<file path="config.mk">
export PLATFORM = sky130hd
export DESIGN_NAME = bfu_nbr_list
export DESIGN_NICKNAME = d
export VERILOG_FILES = /design/src/rtl/bfu_pkg.sv /design/src/rtl/bfu_nbr_list.sv
export SDC_FILE = /design/constraint.sdc
export NUM_CORES = 1
export LEC_CHECK = 0
export BUFFER_PORTS_ARGS = -buffer_cell sky130_fd_sc_hd__buf_4
export CORE_MARGIN = 1
export CORE_UTILIZATION = 25
export CTS_CLUSTER_DIAMETER = 150
export DETAILED_ROUTE_END_ITERATION = 10
export PLACE_DENSITY = 0.54
export SLEW_MARGIN = 25
export SYNTH_ARGS = -nofsm -noshare
export SYNTH_HDL_FRONTEND = slang
export SYNTH_SLANG_ARGS = --single-unit
</file>
<file path="constraint.sdc">
create_clock -name clk_i -period 9 [get_ports clk_i]
set_clock_uncertainty 0.2 [all_clocks]
set_input_delay 1.35 -clock clk_i [delete_from_list [all_inputs] [get_ports clk_i]]
set_output_delay 1.35 -clock clk_i [all_outputs]
set_load 0.03 [all_outputs]
</file>
<file path="src/rtl/bfu_pkg.sv">
// Package for the boid flock update block: sizes, register codes, state
// record type and the fixed-point helper functions.
// Used by the state memory, neighbour list, top level and testbench; depends on nothing.
`default_nettype none

package bfu_pkg;

  localparam int BOID_COUNT     = 256;
  localparam int NEIGHBOR_COUNT = 4;
  localparam int FRACTION_BITS  = 20;

  localparam int ADDR_W  = $clog2(BOID_COUNT);
  localparam int NCNT_W  = $clog2(NEIGHBOR_COUNT + 1);
  localparam int NSEL_W  = (NEIGHBOR_COUNT > 1) ? $clog2(NEIGHBOR_COUNT) : 1;
  // floor(log2(NEIGHBOR_COUNT))
  localparam int GROUP_SHIFT = $clog2(NEIGHBOR_COUNT + 1) - 1;

  localparam logic [31:0] RESET_MARGIN = 32'd33554432;
  localparam logic [31:0] START_VEL    = 32'd10485760;
  localparam logic [31:0] LOW_BOUND    = 32'd33554432;

  // configuration register indexes
  localparam logic [2:0] CFG_COHESION_SHIFT   = 3'd0;
  localparam logic [2:0] CFG_SEPARATION_SHIFT = 3'd1;
  localparam logic [2:0] CFG_ALIGNMENT_SHIFT  = 3'd2;
  localparam logic [2:0] CFG_SPEED_LOG_LIMIT  = 3'd3;
  localparam logic [2:0] CFG_REPEL_RADIUS     = 3'd4;
  localparam logic [2:0] CFG_EDGE_PUSH_STEP   = 3'd5;
  localparam logic [2:0] CFG_RIGHT_LIMIT      = 3'd6;
  localparam logic [2:0] CFG_BOTTOM_LIMIT     = 3'd7;

  typedef struct packed {
    logic [31:0] x_pos;
    logic [31:0] y_pos;
    logic [31:0] x_vel;
    logic [31:0] y_vel;
  } boid_state_t;

  // arithmetic right shift, amounts above 31 keep only the sign
  function automatic logic [31:0] sar32(input logic [31:0] v, input logic [5:0] s);
    logic [5:0] sc;
    sc = (s > 6'd31) ? 6'd31 : s;
    return 32'($signed(v) >>> sc);
  endfunction

  function automatic logic [31:0] wrap_abs(input logic [31:0] v);
    return v[31] ? (32'd0 - v) : v;
  endfunction

  function automatic logic [11:0] pixel12(input logic [31:0] p);
    logic [31:0] t;
    t = 32'($signed(p) >>> FRACTION_BITS);
    return t[11:0];
  endfunction

endpackage

`default_nettype wire

</file>
<file path="src/rtl/bfu_nbr_list.sv">
// Sorted list of the nearest boids found so far; takes one candidate a
// cycle, later equal distances fall behind earlier ones.
// Depends on bfu_pkg.
`default_nettype none

module bfu_nbr_list (
  input  wire                                clk_i,
  input  wire                                rst_ni,
  input  wire                                clear_i,
  input  wire                                ins_i,
  input  wire [31:0]                         dist_i,
  input  wire [bfu_pkg::ADDR_W-1:0]          idx_i,
  output logic [bfu_pkg::ADDR_W-1:0]         nb_idx_o  [bfu_pkg::NEIGHBOR_COUNT],
  output logic [31:0]                        nb_dist_o [bfu_pkg::NEIGHBOR_COUNT],
  output logic [bfu_pkg::NEIGHBOR_COUNT-1:0] nb_valid_o
);

  localparam int N = bfu_pkg::NEIGHBOR_COUNT;

  logic [bfu_pkg::ADDR_W-1:0] idx_q  [N];
  logic [31:0]                dist_q [N];
  logic [N-1:0]               valid_q;
  logic [N-1:0]               lt;
  logic [N-1:0]               take_new;
  logic [N-1:0]               take_prev;

  always_comb begin
    for (int k = 0; k < N; k++) begin
      lt[k] = valid_q[k] && ($signed(dist_i) < $signed(dist_q[k]));
    end
    for (int k = 0; k < N; k++) begin
      if (k == 0) begin
        take_prev[k] = 1'b0;
        take_new[k]  = lt[k] || !valid_q[k];
      end else begin
        take_prev[k] = lt[k-1];
        take_new[k]  = (lt[k] || !valid_q[k]) && valid_q[k-1] && !lt[k-1];
      end
    end
  end

  always_ff @(posedge clk_i) begin
    if (ins_i) begin
      for (int k = 0; k < N; k++) begin
        if (take_new[k]) begin
          idx_q[k]  <= idx_i;
          dist_q[k] <= dist_i;
        end else if (take_prev[k] && k > 0) begin
          idx_q[k]  <= idx_q[k-1];
          dist_q[k] <= dist_q[k-1];
        end
      end
    end
  end

  always_ff @(posedge clk_i or negedge rst_ni) begin
    if (!rst_ni) begin
      valid_q <= '0;
    end else if (clear_i) begin
      valid_q <= '0;
    end else if (ins_i) begin
      valid_q <= valid_q | take_new | take_prev;
    end
  end

  assign nb_idx_o   = idx_q;
  assign nb_dist_o  = dist_q;
  assign nb_valid_o = valid_q;

endmodule

`default_nettype wire

</file>
==> results of run 1 <==
-- registers in the layout, indices dropped and copies added, names as in the netlist --
| register | count |
|---|---|
| nb_idx_o | 32 |
| nb_dist_o | 128 |
| nb_valid_o | 4 |
-- where the power goes --
part	internal [W]	total, W	switching (W)
sequential	0.000882	0.000909	0.0000266
clock	0.000389	0.000737	0.000348
combinational	0.000160	0.000375	0.000215
-- stage by stage --
stage          utilization [%]  cells  power (W)
2_1_floorplan                -    759    0.00116
3_3_place_gp              31.3   1480    0.00130
3_5_place_dp              31.3   1480    0.00131
4_1_cts                   32.7   1512    0.00206
5_1_grt                   32.7   1513    0.00211
6_report                  32.7   1513    0.00202
-- critical path, stage by stage --
cell	delay (ns)
buf_4	0.15
ha_1	0.31
a21o_1	0.18
a211oi_1	0.23
o21ai_1	0.18
a2111oi_2	0.64
o21bai_1	0.22
a211oi_4	0.38
nor2_1	0.18
a31oi_4	0.65
buf_4	0.50
-- kinds of logic (layout without fill, tap and decap cells) --
family / count (synthesis) / count (layout) / synth area share, %
buf+inv: 140 / 375 / 5.91
flops: 164 / 164 / 49.1
mux: 123 / 123 / 16.8
other cells: 0 / 1 / 0
fa+ha+maj: 124 / 124 / 15.5
compound gates: 115 / 115 / 7.77
simple gates: 93 / 93 / 4.88
-- synthesized netlist by cell type, types with 3 or more instances --
cell type | number | area share, %
a21boi_0 | 3 | 0.23
mux2_2 | 41 | 4.6
o21ai_0 | 15 | 0.75
a21o_1 | 13 | 0.98
nand2_1 | 28 | 1.1
o21a_1 | 4 | 0.30
ha_1 | 124 | 16
mux2_4 | 80 | 12
nand2b_1 | 5 | 0.31
buf_6 | 8 | 0.90
buf_2 | 4 | 0.20
edfxtp_1 | 160 | 48
nor2_1 | 16 | 0.60
nand4_1 | 18 | 1.1
and4_1 | 3 | 0.26
o21bai_1 | 3 | 0.23
nor3_1 | 3 | 0.15
dfrtp_1 | 4 | 1.0
nor2b_1 | 3 | 0.19
a21oi_1 | 45 | 2.3
a211oi_1 | 8 | 0.60
nand3_1 | 7 | 0.35
inv_1 | 127 | 4.8
-- layout make-up --
type / count / area share [%]
Antenna cell: 1 / 0.0196
Clock buffer: 17 / 3.33
Clock inverter: 15 / 1.15
Inverter: 127 / 3.73
Multi-Input combinational cell: 455 / 35.6
Sequential cell: 164 / 38.4
Tap cell: 518 / 5.07
Timing Repair Buffer: 216 / 12.7
-- layout by cell type, fill, tap and decap left out, drive strengths merged, types with 2 or more instances in the layout --
cell / synthesis / routed
a21oi: 46 / 46
a221o: 2 / 2
o31ai: 2 / 2
buf: 12 / 216
a211oi: 9 / 9
a31oi: 2 / 2
nand4: 18 / 18
edfxtp: 160 / 160
nor2: 16 / 16
inv: 127 / 134
a21boi: 3 / 3
clkinv: 0 / 4
o21a: 4 / 4
dfrtp: 4 / 4
mux2i: 2 / 2
o21ai: 17 / 17
nand2b: 5 / 5
and4: 3 / 3
nor3: 3 / 3
nand3: 7 / 7
a2111oi: 3 / 3
nor2b: 3 / 3
and3: 2 / 2
clkinvlp: 0 / 3
clkbuf: 1 / 17
a41oi: 2 / 2
nand2: 28 / 28
a21o: 13 / 13
o21bai: 3 / 3
nor4: 3 / 3
mux2: 121 / 121
ha: 124 / 124
-- routing by layer --
layer	share of wire, %	routed length (µm)	up-vias
li1	-	-	3237
met3	4.7	1320	21
met1	44	12500	3304
met5	0	0	-
met2	49	13800	151
met4	1.7	487	0
-- final timing paths --
kind / depth (start not counted) / startpoint / endpoint
max reg2reg: 11 / nb_dist_o[38] / nb_dist_o[57]
max: 11 / dist_i[6] / nb_dist_o[57]
min: 1 / nb_idx_o[14] / nb_idx_o[6]
min reg2reg: 1 / nb_idx_o[14] / nb_idx_o[6]
min in group asynchronous: 1 / rst_ni / nb_valid_o[2]
max in group asynchronous: 1 / rst_ni / nb_valid_o[0]
==> results.cfg, run 1 <==
[pwr]
power.density_mw_per_mm2 = 158
irDropWorstVdd_mv = 0.129
p_leak_nw = 5.72

[logic_synthesis]
synth.distinct_cells = 53
synth_cells = 759
synth_flop_cell = edfxtp_1
synthArstFlopShare_pct = 2.44
syn_area_mm2 = 0.00999
synth.net_count = 927
ys_ff_latch = 164
yosysWarningCount = 0
syn_area_per_cell_um2 = 13.2
synth_edf_count = 160
seq_area_frac_synth_pct = 49.1

[timing]
hold_ws_ns = 0.389
drv_slew = 0
fin_crit_sh_pct = 56.9
setup_viol = 0
fmaxAchievable_mhz = 195
timing.final.crit_period_ns = 5.12
grt_setup_unrepaired = false
final-hold-violation-count = 0
tns_ns = 0
worst_slew_pin_slew_ns = 0.911
relSlewSlack_pct = 38.5
finalWorstSetupSlack_ns = 3.88

[worst_setup_path]
crit_type = in -> reg
arrival_ns = 5.01
worst-path-max-fanout = 24
r2r_slack_ns = 4.52
required_ns = 8.89
critPathLaunchType = primary input
endpoint_kind = register

[place]
placed_area_mm2 = 0.0122
dp_slack_ns = 3.29
port_buffers = 207
dp_hpwl_um = 21500
place.gp.congestion = 0.778

[route]
vias = 6713
totalWireLength_um = 28000
first_pass_iters = 5
drtIter0Drc = 298
ant_nets = 0
drt-wirelength-per-cell_um = 18.5
via_per_inst = 4.44
drc_errors = 0

[clock_network]
cts.path.max_buffers = 2
cts_sinks = 164
clkTransAtPathRegs_ns = 0.07
holdBufCountCts = 0
cts_inserted_buffers = 17
cts_setup_buffers = 0
cts_root_buffer = clkbuf_16
htree_num_levels = 4
ctsResizeCount = 0
cts_tree = done
clk_latency_ns = 0.44

[floorplan]
ios = 208
die_x_um = 202
core_area_mm2 = 0.0390
die-area_mm2 = 0.0408
start_util_pct = 25.6
num_rows = 72
chipHeight_um = 202

[cells_and_area]
fillCellCount = 3906
nets = 1149
drive_gt1_share_pct = 38.4
multi_input_area_mm2 = 0.00455
area_growth_pct = 27.8
regArea_mm2 = 0.00490
final_cell_area_mm2 = 0.0128

[global_routing]
busiest_layer = met2
grt_pass1_vias = 6947
grt_pass1_wl_um = 42400
grtUsageMet3_pct = 3.06
grtUsageTotal_pct = 14.0
grt_max_degree = 25
met2_usage_pct = 23.6
antenna_found_initial = 1
overflow = 0
use_met1_pct = 17.7

[flow_run]
cap_viol_max_count = 0

[status]
outcome = finished, final reports clean

[hold_path]
hold_class = reg -> reg
No activity file was read; power rests on OpenSTA's default activity.
==> run 2, diff against run 1 <==
Clock period 9 ns to 5.1 ns, I/O delays scaled along.
==> run 2 against run 1 <==
Net effect: power increased by 81%; non-clock buffer count increased by 9; die area unchanged; first-iteration DRC count decreased by 7.7%; sequential power increased by 76%; via count decreased by 0.97%; clock power increased by 89%; largest power group unchanged; critical path depth unchanged; cell count increased by 0.53%; highest routed layer unchanged; global-route usage decreased by 0.21 points; final area increased by 1.3%; utilization increased by 0.42 points.
==> results.cfg, run 2 (same netlist as run 1, synthesis figures left out) <==
[status]
outcome = finished, final reports clean

[clock_network]
cts_setup_buffers = 0
clk_latency_ns = 0.45
cts_sinks = 164
cts_inserted_buffers = 17
ctsResizeCount = 0
cts_tree = done
htree_num_levels = 4
clkTransAtPathRegs_ns = 0.07
cts.path.max_buffers = 2
cts_root_buffer = clkbuf_16

[route]
totalWireLength_um = 27400
via_per_inst = 4.37
drt-wirelength-per-cell_um = 18.0
first_pass_iters = 4
drc_errors = 0
drtIter0Drc = 275
vias = 6648
ant_nets = 0

[floorplan]
core_area_mm2 = 0.0390
die-area_mm2 = 0.0408
ios = 208
chipHeight_um = 202
num_rows = 72
start_util_pct = 25.6
die_x_um = 202

[hold_path]
worstHoldPathCells = 2
min_from = clear_i
hold_class = in -> reg
hold_end = nb_valid_o[2]

[worst_setup_path]
crit_buf_inv = 2
worst-path-max-fanout = 20
r2r_slack_ns = 1.08
path_common_cell = buf_4
crit_family = compound AO/OA/AOI/OAI gates
required_ns = 5.10
worstRegToRegCells = 11
cp_cell_sequence = buf_4 > ha_1 > a21o_1 > a211oi_1 > o21ai_1 > a2111oi_2 > or3b_2 > a21oi_2 > o31ai_4 > buf_4 > mux2_4
arrival_ns = 4.04
critPathLaunchType = primary input
r2r-start = nb_dist_o[38]
regToRegEndpoint = nb_idx_o[11]
cp_slowest_cell = a2111oi_2
max_stage_delay_ns = 0.62
crit_type = in -> reg
endpoint_kind = register

[place]
place.gp.congestion = 0.788
dp.cells = 1488
dp_hpwl_um = 21400
port_buffers = 207

[timing]
fin_crit_sh_pct = 79.3
tns_ns = 0
relSlewSlack_pct = 48.3
final-hold-violation-count = 0
setup_viol = 0
timing.final.crit_period_ns = 4.04
grt_setup_unrepaired = false
drv_slew = 0
fmaxAchievable_mhz = 247
worst_slew_pin_slew_ns = 0.765

[cells_and_area]
final_cells = 1521
final_cell_mix = 220 x buf_4, 160 x edfxtp_1, 127 x inv_1, 124 x ha_1, 80 x mux2_4
multi_input_area_mm2 = 0.00455
fillCellCount = 3931
regArea_mm2 = 0.00490
drive_gt1_share_pct = 38.9
largest_register_ffs = 128
antennaDiodeCount = 0
layout_commonest_cell = buf_4
area_growth_pct = 29.4
nets = 1158

[global_routing]
antenna_found_initial = 0
grtUsageTotal_pct = 13.7
grt_pass1_vias = 6930
grt_max_degree = 25
grt_pass1_wl_um = 41500
overflow = 0

[flow_run]
cap_viol_max_count = 0

[pwr]
p_total_w = 0.00366
irDropWorstVdd_mv = 0.240
power.density_mw_per_mm2 = 283
p_leak_nw = 5.81
==> run 2: area by class of cell <==
class                   instances  share of cell area (%)
clock inverters                15                    1.48
well taps                     518                    5.01
inverters                     127                    3.68
flip-flops and latches        164                    37.9
repair buffers                225                    13.5
multi-input cells             455                    35.2
clock buffers                  17                    3.29
==> run 2: worst max-delay path by stage <==
stage	start	endpoint	slack [ns]	cells after the start
floorplan	dist_i[31]	nb_dist_o[64]	0.41	8
global placement	dist_i[1]	nb_idx_o[9]	0.63	10
detailed placement	dist_i[1]	nb_idx_o[11]	0.57	10
CTS	nb_dist_o[38]	nb_dist_o[62]	1.06	11
global route	nb_dist_o[38]	nb_dist_o[62]	0.84	11
finish	dist_i[6]	nb_idx_o[11]	1.06	11
==> run 2: metal layers <==
layer	global-route usage, %	share of wire, %	vias up
met3	3.32	4.6	20
met5	0	0	-
met1	17.1	45	3233
met2	23.5	49	135
li1	-	-	3260
met4	3.95	1.3	0
==> run 2: worst reg2reg max path, cell delays in order, from the launching register on <==
cell and delay [ns]:
edfxtp_1 0.44, inv_1 0.08, ha_1 0.23, a21o_1 0.18, a211oi_1 0.23, o21ai_1 0.14
a2111oi_2 0.62, or3b_2 0.24, a21oi_2 0.09, o31ai_4 0.46, buf_4 0.50, mux2_4 0.36
==> run 2: timing repair <==
action / in CTS / in global routing
hold endpoints to repair: 4 / 0
hold buffers: 1 / 0
endpoints found under the setup margin: 0 / 0
==> run 2: report_power, final <==
group          total (W)  switching (W)  internal (W)  leakage, nW
clock            0.00139       0.000603      0.000785        0.303
sequential       0.00160      0.0000470       0.00156         1.53
combinational   0.000669       0.000377      0.000293         3.98
==> run 2: stage by stage <==
| stage | cell area, µm² | hold WS [ns] | worst slack [ns] | utilization, % |
|---|---|---|---|---|
| global placement | 12300 | 0.365 | 0.627 | 31.6 |
| CTS | 12900 | 0.267 | 1.06 | 33.2 |
| detailed placement | 12300 | 0.368 | 0.570 | 31.6 |
| global route | 12900 | 0.280 | 0.845 | 33.2 |
| finish | 12900 | 0.302 | 1.06 | 33.2 |
| floorplan | 10000 | 0.269 | 0.412 | - |
==> run 3, diff against run 2 <==
Clock period 5.1 ns to 3.9 ns, I/O delays scaled along.
==> run 3 against run 2 <==
Net effect: routed wire length is 0.35% lower; clock-buffer cell count unchanged; power grew 27%; sequential share of layout area fell by 0.85 points; critical path depth did not move; utilization grew 0.76 points.
==> results.cfg, run 3 (same netlist as run 1, synthesis figures left out) <==
[status]
outcome = finished, final reports clean

[timing]
setup_viol = 0
fin_crit_sh_pct = 91.7
grt_setup_unrepaired = false
hold_ws_ns = 0.145
tns_ns = 0
relSlewSlack_pct = 53.5
drv_slew = 0
fmaxAchievable_mhz = 279
final-hold-violation-count = 0
worst_slew_pin_slew_ns = 0.688
timing.final.crit_period_ns = 3.58

[worst_setup_path]
required_ns = 3.89
endpoint_kind = register
crit_type = reg -> reg
r2r_slack_ns = 0.32
worst-path-max-fanout = 23
arrival_ns = 3.56
critPathLaunchType = register

[floorplan]
core_area_mm2 = 0.0390
die-area_mm2 = 0.0408
num_rows = 72
start_util_pct = 25.6
die_x_um = 202
chipHeight_um = 202
ios = 208

[clock_network]
htree_num_levels = 4
cts_inserted_buffers = 17
cts_root_buffer = clkbuf_16
cts.path.max_buffers = 2
cts_tree = done
cts_sinks = 164
cts_setup_buffers = 0
clk_latency_ns = 0.44
clkTransAtPathRegs_ns = 0.07

[route]
drtIter0Drc = 294
vias = 6773
totalWireLength_um = 27400
drt-wirelength-per-cell_um = 17.7
first_pass_iters = 4
via_per_inst = 4.38
ant_nets = 0
drc_errors = 0

[cells_and_area]
fillCellCount = 3827
area_growth_pct = 32.4
nets = 1185
final_cell_area_mm2 = 0.0132
layout_commonest_cell = buf_4
antennaDiodeCount = 0
final_cell_mix = 235 x buf_4, 160 x edfxtp_1, 127 x inv_1, 124 x ha_1, 80 x mux2_4
drive_gt1_share_pct = 40.5
largest_register_ffs = 128

[global_routing]
overflow = 0
antenna_found_initial = 0
grt_max_degree = 25
grt_pass1_wl_um = 41100
grtUsageTotal_pct = 13.5
grt_pass1_vias = 6957

[pwr]
p_switching_w = 0.00132
p_leak_nw = 5.96
internal_power_w = 0.00334
irDropWorstVdd_mv = 0.316
clock_power_share_pct = 35.3
power_frac_comb_pct = 19.8
sequentialPowerShare_pct = 44.9
power.density_mw_per_mm2 = 352
p_sw_share_pct = 28.4
p_total_w = 0.00466

[place]
place.gp.congestion = 0.800
port_buffers = 207
dp_hpwl_um = 21500
placed_area_mm2 = 0.0127

[hold_path]
hold_class = in -> reg

[flow_run]
cap_viol_max_count = 0
[run 3: through the flow]
stage	utilization, %	std cells	setup WS (ns)
CTS	33.9	1548	0.168
finish	33.9	1548	0.322
detailed placement	32.5	1515	-0.192
global placement	32.5	1515	-0.202
floorplan	-	759	0.106
global route	33.9	1548	0.0152
[run 3: worst paths after layout]
path	cells past startpoint	to	startpoint
setup / recovery	11	nb_idx_o[21]	nb_dist_o[81]
hold / removal	2	nb_valid_o[2]	clear_i
setup reg to reg	11	nb_idx_o[21]	nb_dist_o[81]
hold reg to reg	1	nb_idx_o[3]	nb_idx_o[11]
max in group asynchronous	2	nb_valid_o[3]	rst_ni
min in group asynchronous	2	nb_valid_o[1]	rst_ni
[run 3: repair_timing]
action,4_1_cts,5_1_grt
setup endpoints to repair,0,80
hold endpoints to repair,4,0
resized for setup,0,1
hold buffers,1,0
[run 3: cell type report]
class	count	area [µm²]	area share, %
Timing Repair Buffer	252	2090	15.8
Tap cell	518	648	4.90
Inverter	127	477	3.60
Sequential cell	164	4900	37.1
Clock inverter	15	128	0.964
Multi-Input combinational cell	455	4560	34.4
Clock buffer	17	425	3.21
[run 3: power groups by stage]
stage	logic (W)	registers (W)	clock network [W]
after floorplan	0.000421	0.00225	0
after global placement	0.000918	0.00213	0
after detailed placement	0.000934	0.00213	0
after CTS	0.000937	0.00210	0.00170
after global routing	0.00101	0.00211	0.00176
final	0.000922	0.00210	0.00164
[run 3: worst max-delay path: stages, from the launching register on]
cell and delay, ns:
edfxtp_1 0.44, inv_1 0.09, ha_1 0.23, a21oi_1 0.18, o21ai_0 0.22, a211oi_1 0.30
o211ai_1 0.18, a31oi_1 0.30, mux2i_1 0.42, and3b_2 0.30, buf_12 0.18, mux2_2 0.29
[run 3: routing by layer]
layer / global-route usage, % / part of all wire (%) / wire length, µm
met1: 17.5 / 46 / 12700
met2: 22.7 / 48 / 13200
met3: 3.24 / 4.4 / 1190
met4: 2.92 / 0.91 / 250
met5: 0 / 0 / 0
